`src/design/aarm_pkg.sv`:
```
// Shared constants and types for the axis-angle rotation matrix pipeline.
// No dependencies; every other design file imports this package.
package aarm_pkg;

  localparam int FRAC_BITS_DEF   = 16;
  localparam int TRIG_STAGES_DEF = 18;

  // Angles in Q16.16 degrees, 34-bit unsigned working width
  localparam logic [33:0] DEG_FULL    = 34'd23592960;
  localparam logic [33:0] DEG_HALF    = 34'd11796480;
  localparam logic [33:0] DEG_QUARTER = 34'd5898240;

  // pi/180 in Q.44, split into 19-bit high and 20-bit low partial products
  localparam logic [38:0] PI_Q44 = 39'd307041569098;
  localparam logic [18:0] PI_HI  = PI_Q44[38:20];
  localparam logic [19:0] PI_LO  = PI_Q44[19:0];

  localparam logic [31:0] CORDIC_GAIN_Q30 = 32'd652032874;

  localparam int OUT_ONE = 65536;

  // atan(2^-i) in Q2.30 radians, truncated
  localparam logic [31:0] ATAN_Q30 [32] = '{
    32'd843314856, 32'd497837829, 32'd263043836, 32'd133525158, 32'd67021686,
    32'd33543515, 32'd16775850, 32'd8388437, 32'd4194282, 32'd2097149,
    32'd1048575, 32'd524287, 32'd262143, 32'd131071, 32'd65535, 32'd32767,
    32'd16383, 32'd8191, 32'd4095, 32'd2047, 32'd1023, 32'd511, 32'd255,
    32'd127, 32'd63, 32'd31, 32'd15, 32'd8, 32'd4, 32'd2, 32'd1, 32'd0
  };

  typedef struct packed {
    logic signed [15:0] x;
    logic signed [15:0] y;
    logic signed [15:0] z;
  } axis_t;

endpackage

```
`src/design/aarm_angle.sv`:
```
// Angle front end: modulo-360 reduction, quadrant fold and degree-to-radian scaling.
// Depends on aarm_pkg. Five register stages, advanced by the shared enable.
module aarm_angle (
  input  logic               clk,
  input  logic               rst,
  input  logic               en,
  input  logic               in_valid,
  input  logic signed [31:0] angle_deg,
  input  aarm_pkg::axis_t    axis_in,
  output logic               out_valid,
  output logic [31:0]        rad,
  output logic               neg_out,
  output logic               mirror_out,
  output aarm_pkg::axis_t    axis_out
);
  import aarm_pkg::*;

  localparam int RW = 34;

  logic [RW-1:0] r1, r1_next;
  logic [24:0]   r2, r2_next;
  logic [22:0]   mag3, mag3_next;
  logic          neg3, neg3_next, mir3, mir3_next;
  logic [41:0]   phi, phi_next;
  logic [42:0]   plo, plo_next;
  logic [31:0]   rad_next;
  logic          neg4, mir4;
  logic          v1, v2, v3, v4;
  axis_t         a1, a2, a3, a4;

  // Bias positive, then strip multiples of 360 degrees, four per stage
  always_comb begin
    logic [RW-1:0] t;
    t = RW'(angle_deg) + (DEG_FULL << 7);
    for (int k = 7; k >= 4; k--) begin
      if (t >= (DEG_FULL << k)) t = t - (DEG_FULL << k);
    end
    r1_next = t;
  end

  always_comb begin
    logic [RW-1:0] t;
    t = r1;
    for (int k = 3; k >= 0; k--) begin
      if (t >= (DEG_FULL << k)) t = t - (DEG_FULL << k);
    end
    r2_next = t[24:0];
  end

  // Fold to [0, 90] degrees
  always_comb begin
    logic [24:0] m;
    neg3_next = r2 >= DEG_HALF[24:0];
    m = neg3_next ? (DEG_FULL[24:0] - r2) : r2;
    mir3_next = m > DEG_QUARTER[24:0];
    mag3_next = mir3_next ? 23'(DEG_HALF[24:0] - m) : m[22:0];
  end

  assign phi_next = {19'b0, mag3} * {23'b0, PI_HI};
  assign plo_next = {20'b0, mag3} * {23'b0, PI_LO};

  always_comb begin
    logic [61:0] sum;
    sum = {phi, 20'b0} + 62'(plo) + (62'(1) << 29);
    rad_next = 32'(sum >> 30);
  end

  always_ff @(posedge clk) begin
    if (rst) begin
      v1 <= 1'b0;
      v2 <= 1'b0;
      v3 <= 1'b0;
      v4 <= 1'b0;
      out_valid <= 1'b0;
    end else if (en) begin
      v1 <= in_valid;
      v2 <= v1;
      v3 <= v2;
      v4 <= v3;
      out_valid <= v4;
      r1 <= r1_next;
      a1 <= axis_in;
      r2 <= r2_next;
      a2 <= a1;
      mag3 <= mag3_next;
      neg3 <= neg3_next;
      mir3 <= mir3_next;
      a3 <= a2;
      phi <= phi_next;
      plo <= plo_next;
      neg4 <= neg3;
      mir4 <= mir3;
      a4 <= a3;
      rad <= rad_next;
      neg_out <= neg4;
      mirror_out <= mir4;
      axis_out <= a4;
    end
  end

endmodule

```
`config.mk`:
```
export PLATFORM = sky130hd
export DESIGN_NAME = aarm_angle
export DESIGN_NICKNAME = d
export VERILOG_FILES = /design/src/design/aarm_pkg.sv /design/src/design/aarm_angle.sv
export SDC_FILE = /design/constraint.sdc
export NUM_CORES = 1
export LEC_CHECK = 0
export BUFFER_PORTS_ARGS = -buffer_cell sky130_fd_sc_hd__buf_2
export CORE_ASPECT_RATIO = 0.9
export CORE_MARGIN = 1
export CORE_UTILIZATION = 30
export DETAILED_ROUTE_END_ITERATION = 8
export HOLD_SLACK_MARGIN = 0.12
export PLACE_DENSITY_LB_ADDON = 0.08
export SKIP_LAST_GASP = 1
export SLEW_MARGIN = 25
export SYNTH_ARGS = -nofsm -noshare
export SYNTH_HDL_FRONTEND = slang
export SYNTH_SLANG_ARGS = --single-unit
export TNS_END_PERCENT = 30
```
`constraint.sdc`:
```
create_clock -name clk -period 23 [get_ports clk]
set_input_delay 0 -clock clk [delete_from_list [all_inputs] [get_ports clk]]
set_output_delay 0 -clock clk [all_outputs]
set_load 0.005 [all_outputs]
```
==> impl_metrics.json <==
{
  "firstDrtPassIters": 5,
  "route.final.wire_length_um": 77800,
  "grt_max_degree": 169,
  "clk_path_buf_depth": 3,
  "syn_nets": 3181,
  "worstHoldStart": "angle_deg[5]",
  "fin_setup_tns_ns": 0,
  "die_area_um2": 104000,
  "hp-class": "in2reg",
  "synth-edff-count": 425,
  "synth_largest_area_cell": "edfxtp_1",
  "final_cell_mix": "inv_1, edfxtp_1, ha_1",
  "r2r_slack_ns": 14.34,
  "initial_core_util": 0.303,
  "min_period_ns": 8.66,
  "postRouteAntennaNets": 0,
  "post-route-util": 0.359,
  "ys_types": 104,
  "final_common_cell": "inv_1",
  "drt_iter0_drc": 926,
  "die_h_um": 306,
  "critPathKind": "reg2reg",
  "grt_pass1_vias": 20371,
  "clock_latency_ns": 0.64,
  "gr-usage-all-layers": 0.151,
  "timing.final.crit_share": 0.377,
  "crit_arrival_ns": 9.03,
  "post-dp-hpwl_um": 61200,
  "synth_top_cell_area_share": 0.415,
  "worst_pin_slew_ns": 1.02,
  "crit_start": "mag3[7]",
  "syn_to_final_growth_pct": 18.7,
  "fin_skew_ns": 0.0447,
  "htreeDepth": 2,
  "synth-async-reset-ratio": 0,
  "nets": 3533,
  "netlist_instances": 2479,
  "hold_ws_ns": 0.170,
  "clock-root-buffer": "clkbuf_16",
  "remaining_drc_errors": 0,
  "cts.clk_slew.worst_paths_ns": 0.06,
  "max_freq_ghz": 0.115,
  "hold_path_depth": 2,
  "crit_required_ns": 23.37,
  "wl_per_cell_um": 18.4,
  "worst-path-max-fanout": 10,
  "hold_viol_final": 0,
  "yosysWarnings": 0,
  "gp_congestion": 0.881,
  "cts_setup_buffers": 0,
  "r2r-start": "mag3[7]",
  "numClockSinks": 430,
  "numPortBuffers": 166,
  "drv_slew": 0,
  "slew_headroom": 0.311,
  "cts_buffers": 50,
  "antenna_cells": 0,
  "critPathLaunchType": "flop",
  "yosysSeqAreaShare": 0.418,
  "pin_count": 167,
  "stdcell_area_um2": 36500,
  "antenna_found_initial": 0,
  "synth_seq_cells": 430,
  "fp.dieW_um": 340,
  "row_count": 111,
  "syn_area_per_cell_um2": 12.4,
  "hold_path_end": "r1[5]",
  "via_count": 19337,
  "rsz0062_at_grt": "no",
  "dpl_cell_area_um2": 33300,
  "grt_pass1_wl_um": 119000,
  "cts_tree": "done",
  "synth_top_flop_cell": "edfxtp_1",
  "nFillCells": 10091,
  "core_area_um2": 102000,
  "setup.worst_path.end_class": "flop",
  "vias_per_cell": 4.58,
  "reg2reg_to": "phi[40]",
  "r2r_cells": 23,
  "grt_overflow_total": 0,
  "status": "completed",
  "setup_violations": 0,
  "ys_top_cells_by_area": "edfxtp_1, fa_1, ha_1",
  "maxCapViolCount": 0,
  "drive_above_1_share": 0.110,
  "synth_area_um2": 30800
}
==> flip-flops by register name (all words and copies together), names as in the netlist, 23 cells and up <==
register / flops
plo: 23
a1: 48
r1: 34
phi: 42
r2: 25
axis_out: 48
mag3: 23
a2: 48
a3: 48
rad: 32
a4: 48
==> worst max-delay path, cell delays in order, from the launching register on <==
cell	delay [ns]
edfxtp_1	0.77
fa_1	0.56
fa_1	0.54
inv_1	0.05
fa_1	0.48
fa_1	0.49
inv_1	0.06
fa_1	0.50
fa_1	0.50
ha_1	0.38
a21o_1	0.20
a21o_1	0.17
a21oi_1	0.22
a21bo_2	0.25
a21oi_1	0.42
o21ai_0	0.36
a2111oi_0	0.74
o31ai_1	0.29
o21ai_0	0.38
o21ai_0	0.20
o41ai_1	0.44
o21bai_1	0.10
a21oi_1	0.18
xnor2_1	0.08
==> worst max-delay path by stage <==
stage | to | slack, ns | depth (start not counted)
2_1_floorplan | a1[0] | 2.81 | 2
3_3_place_gp | phi[40] | 14.35 | 23
3_5_place_dp | phi[40] | 14.32 | 23
4_1_cts | phi[40] | 14.24 | 23
5_1_grt | phi[40] | 13.81 | 23
6_report | phi[40] | 14.34 | 23
==> cells in the mapped netlist (6+ instances only) <==
library cell / n
ha_1: 336
xnor2_1: 95
edfxtp_1: 425
o211ai_1: 8
a31oi_1: 9
or2_2: 14
or4_1: 12
clkbuf_1: 24
nand4_1: 8
and2_1: 11
xor2_1: 57
o31ai_1: 13
a21o_1: 24
o21bai_1: 9
nor2_1: 105
nor4_1: 17
or3_1: 19
nand2b_1: 20
o22ai_1: 6
nor2b_1: 12
nand2_1: 94
o21ai_0: 58
a21oi_1: 82
nand3_1: 39
fa_1: 282
nor3_1: 44
and3_1: 15
o41ai_1: 6
mux2i_1: 13
a211oi_1: 11
a211o_1: 9
inv_1: 449
o21a_1: 16
==> per-stage QoR <==
stage,instances,setup WS [ns]
2_1_floorplan,2479,2.81
3_3_place_gp,3984,14.35
3_5_place_dp,3984,14.32
4_1_cts,4224,14.24
5_1_grt,4224,13.81
6_report,4224,14.34
==> logic make-up after synthesis <==
family / share of synthesized area
AO/OA/AOI/OAI: 0.0759
XOR/XNOR: 0.0442
adder cells (fa/ha/maj): 0.321
buffers and inverters: 0.0595
flip-flops: 0.418
multiplexers: 0.00651
other: 0.000122
AND/OR/NAND/NOR: 0.0748
==> layer usage <==
metal | global-route usage | up-vias | wire (um)
li1 | - | 9294 | -
met3 | 0.0279 | 83 | 3300
met1 | 0.196 | 9633 | 35200
met4 | 0.0428 | 0 | 1950
met2 | 0.254 | 327 | 37400
met5 | 0 | - | 0
==> timing repair <==
item	in CTS	in global routing
hold buffers	151	0
resized for setup	0	0
endpoints found under the hold margin	79	0
setup endpoints to repair	0	0
==> cell type report <==
class	count	area (um^2)	area share
Clock buffer	55	1270	0.0348
Clock inverter	34	433	0.0119
Inverter	449	1690	0.0462
Multi-Input combinational cell	1567	16100	0.441
Sequential cell	430	12900	0.352
Tap cell	1356	1700	0.0465
Timing Repair Buffer	333	2470	0.0678
Power is left out: the tool's default activity adds up to more than one toggle a clock period on the data nets, which glitch-free logic cannot reach.
